<file path="src/rtl/core/cmrs_pkg.sv">
package cmrs_pkg;

  localparam int MAX_NODES = 4096;
  localparam int MAX_GRID  = 1024;
  localparam int NODE_AW   = 12;
  localparam int GRID_AW   = 10;
  localparam int NCNT_W    = 13;
  localparam int GCNT_W    = 11;
  localparam int VAL_W     = 32;
  localparam int ACC_W     = 44;
  localparam int CS_W      = 13;

  localparam logic [2:0] FN_LOAD_NODE  = 3'd0;
  localparam logic [2:0] FN_LOAD_COUNT = 3'd1;
  localparam logic [2:0] FN_DECOMPOSE  = 3'd2;
  localparam logic [2:0] FN_READ_MEAN  = 3'd3;
  localparam logic [2:0] FN_READ_RES   = 3'd4;
  localparam logic [2:0] FN_WRITE_GRID = 3'd5;
  localparam logic [2:0] FN_RECOMPOSE  = 3'd6;

  localparam logic [1:0] ST_OK    = 2'd0;
  localparam logic [1:0] ST_RANGE = 2'd1;
  localparam logic [1:0] ST_SAT   = 2'd2;

  localparam logic CFG_NODE_TOTAL = 1'b0;
  localparam logic CFG_GRID_TOTAL = 1'b1;

  typedef struct packed {
    logic                    start;
    logic signed [ACC_W-1:0] dividend;
    logic [CS_W-1:0]         divisor;
  } div_req_t;

  typedef struct packed {
    logic                    done;
    logic signed [ACC_W-1:0] quotient;
  } div_rsp_t;

  typedef struct packed {
    logic [VAL_W-1:0] val;
    logic             sat;
  } sat_t;

  function automatic sat_t sat32(input logic signed [ACC_W:0] v);
    sat_t s;
    s.sat = 1'b1;
    if (v > 45'sh0_7FFF_FFFF) begin
      s.val = 32'h7FFF_FFFF;
    end else if (v < -45'sh0_8000_0000) begin
      s.val = 32'h8000_0000;
    end else begin
      s.val = v[VAL_W-1:0];
      s.sat = 1'b0;
    end
    return s;
  endfunction

endpackage

</file>
<file path="src/rtl/core/cmrs_div.sv">
// Restoring divider: signed 44-bit dividend by unsigned nonzero 13-bit divisor,
// quotient truncated toward zero. One quotient bit per cycle.
module cmrs_div (
  input  logic                clk,
  input  logic                rst_n,
  input  cmrs_pkg::div_req_t  req,
  output cmrs_pkg::div_rsp_t  rsp
);

  localparam int W = cmrs_pkg::ACC_W;

  logic [W-1:0]                quo_r, quo_nxt;
  logic [cmrs_pkg::CS_W:0]     rem_r, rem_nxt;
  logic [cmrs_pkg::CS_W-1:0]   dvs_r;
  logic [5:0]                  cnt_r;
  logic                        run_r, neg_r, done_r;
  logic [cmrs_pkg::CS_W:0]     rem_sh;

  always_comb begin
    rem_sh = {rem_r[cmrs_pkg::CS_W-1:0], quo_r[W-1]};
    if (rem_sh >= {1'b0, dvs_r}) begin
      rem_nxt = rem_sh - {1'b0, dvs_r};
      quo_nxt = {quo_r[W-2:0], 1'b1};
    end else begin
      rem_nxt = rem_sh;
      quo_nxt = {quo_r[W-2:0], 1'b0};
    end
  end

  always_ff @(posedge clk) begin
    if (!rst_n) begin
      run_r  <= 1'b0;
      done_r <= 1'b0;
      cnt_r  <= '0;
    end else begin
      // last quotient bit lands this edge
      done_r <= run_r && !req.start && (cnt_r == 6'(W - 1));
      if (req.start) begin
        run_r <= 1'b1;
        cnt_r <= '0;
        neg_r <= req.dividend[W-1];
        quo_r <= req.dividend[W-1] ? W'(-req.dividend) : req.dividend;
        rem_r <= '0;
        dvs_r <= req.divisor;
      end else if (run_r) begin
        quo_r <= quo_nxt;
        rem_r <= rem_nxt;
        cnt_r <= cnt_r + 6'd1;
        run_r <= (cnt_r != 6'(W - 1));
      end
    end
  end

  assign rsp.done     = done_r;
  assign rsp.quotient = neg_r ? W'(-quo_r) : quo_r;

endmodule

</file>
<file path="config.mk">
export PLATFORM = sky130hd
export DESIGN_NAME = cmrs_div
export DESIGN_NICKNAME = d
export VERILOG_FILES = /design/src/rtl/core/cmrs_pkg.sv /design/src/rtl/core/cmrs_div.sv
export SDC_FILE = /design/constraint.sdc
export NUM_CORES = 1
export LEC_CHECK = 0
export BUFFER_PORTS_ARGS = -buffer_cell sky130_fd_sc_hd__buf_2
export CAP_MARGIN = 20
export CORE_MARGIN = 2
export CORE_UTILIZATION = 50
export CTS_BUF_LIST = sky130_fd_sc_hd__clkbuf_16
export DETAILED_ROUTE_END_ITERATION = 7
export GPL_TIMING_DRIVEN = 0
export PLACE_DENSITY_LB_ADDON = 0.2
export SYNTH_ARGS = -nofsm -noshare
export SYNTH_HDL_FRONTEND = slang
export SYNTH_SLANG_ARGS = --single-unit
export TNS_END_PERCENT = 30
</file>
<file path="constraint.sdc">
create_clock -name clk -period 6.4 [get_ports clk]
set_input_delay 0.64 -clock clk [delete_from_list [all_inputs] [get_ports clk]]
set_output_delay 0.64 -clock clk [all_outputs]
set_load 0.01 [all_outputs]
</file>
==> flow_summary.toml, run 1 <==
[worst_hold_path]
hold_class = "in2reg"

[yosys]
synth_simple_gate_area_frac = 0.163
ys_top_cells_by_area = "edfxtp_1 (38%), xnor2_1 (8.3%), xor2_1 (6.8%)"
ys_types = 50
ys.flop_type = "edfxtp_1"
synth_xor_area_frac = 0.151
yosys_warnings = 0
synth-compound-area-share = 0.182
postSynthCellCount = 594
synth_top_family_by_area = "compound AO/OA/AOI/OAI gates"
synthArstFlopShare = 0
ys_seq_area_frac = 0.412
netlist.top_cell.by_area = "edfxtp_1"
synth.avg_cell_area_um2 = 9.37
synthMuxAreaShare = 0.0162
ys_ff_latch = 79
synth_edf_count = 71
synth_fa_ha_area_frac = 0.0396
syn_nets = 671
netlist.area_leader.share = 0.383
syn_area_mm2 = 0.00557

[place]
io_buffers = 103
routabilityCongestion = 0.907
detailed_place_hpwl_um = 10700

[drt]
drc = 0
wl_per_cell_um = 17.1
drt-initial-drc-count = 260
first_pass_iters = 5
via_per_inst = 5.74
vias = 4908
postRouteAntennaNets = 0
drt-total-wl_um = 14600

[cells_and_area]
nets = 786
mostFrequentLayoutCells = "buf_2 (104), nor2_1 (74), edfxtp_1 (71), a21oi_1 (54), xnor2_1 (53)"
area_delta_synth_final_pct = 18.3
drive_above_1_share = 0.199
layout.cells.most_common = "buf_2"

[floorplan]
die_width_um = 110
dieArea_mm2 = 0.0120
rows = 38
fp.dieH_um = 110
pin_count = 105
core_mm2 = 0.0108
initial_core_util = 0.514

[power_and_ir_drop]
power_density_mw_per_mm2 = 238
power_leakage_nw = 2.51
ir_worst_vdd_uv = 121

[grt]
grt_antenna_before_repair = 1
grt_usage = 0.246
grt_pass1_vias = 4683
overflow = 0
grt_pass1_wl_um = 22700
grt_max_degree = 31

[timing]
fin_crit_sh = 0.589
period_needed_ns = 3.77
slew_headroom = 0.424
tns_ns = 0
holdWs_ns = 0.473
finalSetupViolations = 0
final_max_slew_viol_count = 0
fmax_mhz = 265
hold_viol_final = 0
finalClockSkew_ns = 0.00970
tightest_slew_ns = 0.864
rsz0062_at_grt = "false"

[worst_setup_path]
cp-end-kind = "output pin"
start_kind = "register"
worstPathMaxFanout = 8
cp.arrival_ns = 3.13
crit_type = "reg2out"
worstPathRequired_ns = 5.76

[clock_network]
hold_buffers = 0
clk-insertion-delay-late_ns = 0.33
root_buffer = "clkbuf_16"
postCtsSetupRepairBufs = 0
cts_sinks = 79
path_clk_slew_ns = 0.07
htree_levels = 3
cts_buffers = 9
cts.repair.resized = 0
max-clock-path-buffers = 2
cts_tree = "built"

[flow_run]
cap_violations = 0

[outcome]
status = "complete, no violations"
-- per-layer routing --
layer  GRT usage  up-vias  part of all wire
li1            -     2399                 -
met1       0.310     2324              0.42
met2       0.427      166              0.50
met3      0.0368       19             0.064
met4      0.0904        0             0.018
met5           0        -                 0
-- flip-flops by register name (all words and copies together), names as in the netlist --
name	cells
run_r	1
rem_r	13
neg_r	1
dvs_r	13
done_r	1
quo_r	44
cnt_r	6
-- per-stage QoR --
stage	cells	util	total power, W	setup WS (ns)	instance area, µm²
2_1_floorplan	594	-	0.000917	3.36	5570
3_3_place_gp	837	0.577	0.00104	2.89	6260
3_5_place_dp	838	0.579	0.00105	2.99	6280
4_1_cts	854	0.607	0.00156	2.62	6580
5_1_grt	854	0.607	0.00163	2.45	6580
6_report	855	0.607	0.00156	2.63	6590
-- power by group --
group          internal [W]  leakage (nW)  switching [W]
combinational      0.000170          1.61       0.000226
sequential         0.000614         0.737      0.0000322
clock              0.000309         0.158       0.000213
total               0.00109          2.51       0.000471
-- cell type report --
cell class,instances,area (µm²)
multi-input cells,462,3070
inverters,23,86.3
clock buffers,11,275
well taps,140,175
flip-flops and latches,79,2290
clock inverters,5,27.5
fillers,956,4260
repair buffers,104,536
diodes,1,2.50
plain buffers,30,121
-- final timing paths --
| check | cells past startpoint | startpoint | slack, ns | endpoint |
|---|---|---|---|---|
| hold / removal | 1 | req[3] | 0.47 | dvs_r[3]$_DFFE_PP_ |
| setup / recovery | 7 | quo_r[9]$_DFFE_PP_ | 2.63 | rsp[37] |
| setup reg to reg | 12 | quo_r[43]$_DFFE_PP_ | 3.07 | rem_r[9]$_SDFFCE_PP0P_ |
| hold reg to reg | 2 | cnt_r[5]$_SDFFE_PP0P_ | 0.50 | cnt_r[5]$_SDFFE_PP0P_ |
-- cells by family (layout without fill, tap and decap cells) --
group                      Yosys count  in the layout
xor gates and xnor gates            96             96
buffers and inverters               53            173
DFF                                 79             79
other                                0              1
muxes                                9              9
AOI/OAI and AO/OA                  159            159
adders and majority gates           17             17
and+or+nand+nor                    181            181
-- worst max-delay path, stage by stage, from the launching register on --
cell and delay, ns:
edfxtp_1 0.46, or4_1 0.56, nor3_2 0.31, nand3_2 0.25, or4_4 0.62, o41ai_2 0.25, xnor2_1 0.17, buf_2 0.16
-- cells in the mapped netlist (5+ instances only) --
master and n:
a21oi_1 54, clkbuf_1 26, dfxtp_1 8, edfxtp_1 71, ha_1 16, inv_1 23, mux2i_1 9, nand2_1 29
nand2b_1 6, nand4_1 6, nor2_1 74, nor3_1 6, nor4_1 5, o21ai_0 42, o31ai_1 25, o41ai_1 11
or2_2 8, or3_1 19, or4_1 9, xnor2_1 53, xor2_1 43
(Power assumes the default switching activity.)
==> run 2, diff against run 1 <==
==> constraint.sdc (replaced) <==
create_clock -name clk -period 3.1 [get_ports clk]
set_input_delay 0.31 -clock clk [delete_from_list [all_inputs] [get_ports clk]]
set_output_delay 0.31 -clock clk [all_outputs]
set_load 0.01 [all_outputs]
==> run 2 against run 1 <==
Against the previous run: the run now ends with negative setup slack left; setup slack worse by 2.8 ns; critical endpoint is now rsp[34]; highest routed layer unchanged; clock-buffer cell count unchanged; final cell count up 0.82%; power up 110%.
==> flow_summary.toml, run 2 (same netlist as run 1, synthesis figures left out) <==
[outcome]
status = "complete, but fails checks"
violations = "negative setup slack"

[place]
io_buffers = 103
dp_worst_setup_slack_ns = -0.188
routabilityCongestion = 0.907
dp_cells = 838
dpl-instance-area_mm2 = 0.00628
detailed_place_hpwl_um = 10700

[flow_run]
cap_violations = 0

[drt]
postRouteAntennaNets = 0
drc = 0
drt-initial-drc-count = 375
drt-total-wl_um = 14900
first_pass_iters = 5
wl_per_cell_um = 17.3
vias = 5025
via_per_inst = 5.83

[timing]
hold_viol_final = 0
slew_headroom = 0.310
fmax_mhz = 309
final_max_slew_viol_count = 0
tightest_slew_ns = 1.04
finalSetupViolations = 11
fin_crit_sh = 1.04
rsz0062_at_grt = "true"
finalWorstSetupSlack_ns = -0.138
period_needed_ns = 3.24
finalClockSkew_ns = 0.0102

[power_and_ir_drop]
power_leakage_nw = 2.59
switchingPower_w = 0.000995
power_w = 0.00327
p_int_w = 0.00227
seqPwrFrac = 0.408
p_sw_frac = 0.304
power_density_mw_per_mm2 = 481
ir_worst_vdd_uv = 249
power_frac_clock = 0.331
power_frac_comb = 0.261

[clock_network]
clk-insertion-delay-late_ns = 0.34
cts_tree = "built"
cts_sinks = 79
max-clock-path-buffers = 2
htree_levels = 3
path_clk_slew_ns = 0.07
hold_buffers = 0
cts_buffers = 9
root_buffer = "clkbuf_16"

[grt]
grt_pass1_vias = 4767
grt_pass1_wl_um = 23000
grt_usage = 0.249
grt_antenna_before_repair = 1
overflow = 0
grt_max_degree = 31

[worst_hold_path]
hold_class = "in2reg"
holdPathEnd = "dvs_r[3]$_DFFE_PP_"
hp-start = "req[3]"
min_path_cells = 1

[worst_setup_path]
start_kind = "register"
cp.arrival_ns = 2.93
r2r_cells = 11
rrSetupSlack_ns = 0.21
worstPathRequired_ns = 2.79
worstReg2RegEnd = "rem_r[9]$_SDFFCE_PP0P_"
worstPathMaxFanout = 8
cp-end-kind = "output pin"
crit_type = "reg2out"
r2r-start = "quo_r[43]$_DFFE_PP_"

[floorplan]
die_width_um = 110
initial_core_util = 0.514
dieArea_mm2 = 0.0120
fp.dieH_um = 110
rows = 38
pin_count = 105
core_mm2 = 0.0108

[cells_and_area]
nets = 793
largest_reg_flops = 44
multiInputGateArea_mm2 = 0.00322
layout.cells.most_common = "buf_2"
ff_latch_area_mm2 = 0.00229
drive_above_1_share = 0.239
fin_cells = 862
regMostFlops = "quo_r"
top_regs = "quo_r (44), dvs_r (13), rem_r (13)"
mostFrequentLayoutCells = "buf_2 (104), nor2_1 (74), edfxtp_1 (71), a21oi_1 (53), xnor2_1 (52)"
area_delta_synth_final_pct = 22.0
fin_area_mm2 = 0.00680
fillers = 931
run 2: repair_timing:
| item | 4_1_cts | 5_1_grt |
|---|---|---|
| resized for setup | 14 | 24 |
| cloned | 0 | 0 |
| endpoints found under the setup margin | 27 | 32 |
| pin swaps | 5 | 7 |
| buffers inserted | 9 | 1 |
run 2: per-layer routing:
layer / GRT usage / vias up / routed length, µm
met5: 0 / - / 0
met4: 0.0940 / 0 / 357
met3: 0.0368 / 27 / 962
met2: 0.436 / 198 / 7420
met1: 0.311 / 2388 / 6200
li1: - / 2412 / -
run 2: power groups by stage:
stage          clock network, W  registers (W)  logic (W)
2_1_floorplan                 0        0.00134   0.000555
3_5_place_dp                  0        0.00136   0.000809
4_1_cts                 0.00108        0.00133   0.000836
3_3_place_gp                  0        0.00135   0.000790
6_report                0.00108        0.00133   0.000853
5_1_grt                 0.00112        0.00134   0.000933
run 2: final cells by class:
type | instances | area share
multi-input combinational | 462 | 0.473
sequential | 79 | 0.337
timing repair buffer | 114 | 0.0899
clock buffer | 11 | 0.0405
tap | 140 | 0.0258
buffer | 27 | 0.0162
inverter | 23 | 0.0127
clock inverter | 5 | 0.00405
antenna | 1 | 0.000368
run 2: metrics by stage:
step / TNS [ns] / hold WS (ns) / util
finish: -0.661 / 0.140 / 0.627
global route: -1.81 / 0.131 / 0.627
CTS: -2.17 / 0.139 / 0.618
detailed placement: -0.759 / 0.489 / 0.579
global placement: -5.20 / 0.468 / 0.577
floorplan: 0 / 0.409 / -
run 2: worst max path at each step:
stage                     slack (ns)                     end  cells after the start                start
after CTS                      -0.19                 rsp[38]                      7   quo_r[5]$_DFFE_PP_
final                          -0.14                 rsp[34]                      6   quo_r[5]$_DFFE_PP_
after global routing           -0.23                 rsp[37]                      7  quo_r[11]$_DFFE_PP_
after global placement         -0.15  rem_r[9]$_SDFFCE_PP0P_                     12  quo_r[43]$_DFFE_PP_
after detailed placement       -0.19  rem_r[9]$_SDFFCE_PP0P_                     12  quo_r[43]$_DFFE_PP_
after floorplan                 0.36  rem_r[9]$_SDFFCE_PP0P_                     12  quo_r[43]$_DFFE_PP_
run 2: worst max-delay path, stage by stage, from the launching register on:
cell and delay [ns]:
edfxtp_1 0.42, or4_4 0.55, or3_4 0.45, or4_4 0.64
o41ai_4 0.25, xnor2_1 0.14, buf_2 0.14
==> run 3, diff against run 2 <==
--- a/config.mk
+++ b/config.mk
@@ -5,9 +5,10 @@
 export SDC_FILE = /design/constraint.sdc
 export NUM_CORES = 1
 export LEC_CHECK = 0
+export ABC_AREA = 1
 export BUFFER_PORTS_ARGS = -buffer_cell sky130_fd_sc_hd__buf_2
 export CAP_MARGIN = 20
-export CORE_MARGIN = 2
+export CORE_MARGIN = 4
 export CORE_UTILIZATION = 50
 export CTS_BUF_LIST = sky130_fd_sc_hd__clkbuf_16
 export DETAILED_ROUTE_END_ITERATION = 7
==> run 3 against run 2 <==
Against the previous run: the flow now finishes without violations; setup slack improved by 0.71 ns; non-clock buffer count fell by 11; first-iteration DRC count rose by 58%; hold slack got worse by 0.0098 ns; clock-buffer cell count fell by 2; flip-flop and latch count did not move; register-to-register slack improved by 0.56 ns; fmax rose by 28%; utilization fell by 3.9 points; combinational power rose by 29%; critical endpoint is now rsp[28].
==> flow_summary.toml, run 3 <==
[yosys]
synth_edf_count = 71
netlist_top_cells_count = "nand2_1 (291), nor2_1 (142), inv_1 (123), nand3_1 (87), edfxtp_1 (71)"
syn_nets = 1070
netlist.area_leader.share = 0.316
synth.avg_cell_area_um2 = 6.79
ys_top_cells_by_area = "edfxtp_1 (32%), nand2_1 (16%), nor2_1 (7.9%)"
ys_types = 45
yosys_warnings = 0
netlist.top_cell.by_area = "edfxtp_1"
synthArstFlopShare = 0
syn_area_mm2 = 0.00674
ys.flop_type = "edfxtp_1"
postSynthCellCount = 993
ys_seq_area_frac = 0.340
yosysMostFrequentCell = "nand2_1"
ys_ff_latch = 79

[power_and_ir_drop]
power_leakage_nw = 3.70
power_w = 0.00350
ir_worst_vdd_uv = 294
power_density_mw_per_mm2 = 450

[floorplan]
rows = 42
pin_count = 105
die_width_um = 124
initial_core_util = 0.509
dieArea_mm2 = 0.0154
core_mm2 = 0.0132
fp.dieH_um = 124

[drt]
drt-initial-drc-count = 594
wl_per_cell_um = 15.6
via_per_inst = 5.25
postRouteAntennaNets = 0
first_pass_iters = 5
vias = 6761
drt-total-wl_um = 20100
drc = 0

[timing]
finalSetupViolations = 0
finalClockSkew_ns = 0.00708
rsz0062_at_grt = "false"
period_needed_ns = 2.53
tightest_slew_ns = 0.756
hold_viol_final = 0
slew_headroom = 0.494
fin_crit_sh = 0.816
holdWs_ns = 0.130
fmax_mhz = 395
tns_ns = 0
final_max_slew_viol_count = 0

[clock_network]
cts_tree = "built"
htree_levels = 3
cts_sinks = 79
postCtsSetupRepairBufs = 0
cts_buffers = 9
clk-insertion-delay-late_ns = 0.35
root_buffer = "clkbuf_16"
path_clk_slew_ns = 0.06
hold_buffers = 0
cts.repair.resized = 0
max-clock-path-buffers = 2

[cells_and_area]
nets = 1185
area_delta_synth_final_pct = 15.4
largest_reg_flops = 44
regMostFlops = "quo_r"
fin_area_mm2 = 0.00778
mostFrequentLayoutCells = "nand2_1 (290), nor2_1 (142), inv_1 (123), buf_2 (116), nand3_1 (87)"
antenna_cells = 0
top_regs = "quo_r (44), dvs_r (13), rem_r (13)"
layout.cells.most_common = "nand2_1"
drive_above_1_share = 0.163

[grt]
overflow = 0
grt_pass1_vias = 6075
grt_usage = 0.264
grt_pass1_wl_um = 31100
grt_antenna_before_repair = 0
grt_max_degree = 33

[worst_setup_path]
cp.arrival_ns = 2.22
worstPathMaxFanout = 7
crit_type = "reg2out"
start_kind = "register"
cp-end-kind = "output pin"
worstPathRequired_ns = 2.79

[flow_run]
cap_violations = 0

[place]
routabilityCongestion = 0.991
detailed_place_hpwl_um = 16100
dpl-instance-area_mm2 = 0.00750
io_buffers = 103

[worst_hold_path]
hold_class = "in2reg"

[outcome]
status = "complete, no violations"
==> run 3: cell families (layout without fill, tap and decap cells) <==
logic type,Yosys count,in the layout,share of synthesized area
AND/OR/NAND/NOR,597,597,0.387
buffers and inverters,152,272,0.0906
AO/OA/AOI/OAI,92,92,0.0774
flip-flops,79,79,0.340
XOR/XNOR,56,56,0.0727
adder cells (fa/ha/maj),17,17,0.0327
==> run 3: critical path, cell delays in order, from the launching register on <==
cell and delay (ns):
edfxtp_1 0.40, inv_1 0.10, ha_1 0.18, nand3_2 0.18, nor2_8 0.23, nand3_1 0.18, o21ai_2 0.22, nand2_1 0.09
xor2_1 0.14, buf_2 0.14
==> run 3: per-layer routing <==
layer  up-vias  track usage  share of wire
li1       3455            -              -
met1      3028        0.374           0.46
met2       248        0.426           0.46
met3        30       0.0345          0.070
met4         0       0.0760          0.017
met5         -            0              0
==> run 3: through the flow <==
stage                util  instances  setup slack (ns)
floorplan               -        993             0.887
global placement    0.565       1272             0.159
detailed placement  0.566       1273             0.759
CTS                 0.588       1289             0.571
global route        0.588       1289             0.434
finish              0.588       1289             0.569
==> run 3: final cells by class <==
| cell class | instances | area (µm²) |
|---|---|---|
| sequential | 79 | 2290 |
| buffer | 26 | 138 |
| clock inverter | 7 | 55.1 |
| fill | 1352 | 5460 |
| tap | 176 | 220 |
| clock buffer | 9 | 225 |
| inverter | 126 | 473 |
| timing repair buffer | 104 | 536 |
| multi-input combinational | 762 | 3840 |
==> run 3: power breakdown <==
part	leakage, nW	internal (W)	total, W	switching (W)
clock network	0.142	0.000553	0.00103	0.000473
registers	0.753	0.00129	0.00137	0.0000765
logic	2.81	0.000396	0.00110	0.000706
==> run 3: final timing paths <==
path                          from                       to  slack (ns)  depth (start not counted)
max             quo_r[1]$_DFFE_PP_                  rsp[28]        0.57                          9
min                         req[8]       dvs_r[8]$_DFFE_PP_        0.13                          1
max reg2reg    quo_r[43]$_DFFE_PP_  rem_r[10]$_SDFFCE_PP0P_        0.77                         13
min reg2reg  cnt_r[1]$_SDFFE_PP0P_    cnt_r[1]$_SDFFE_PP0P_        0.49                          2
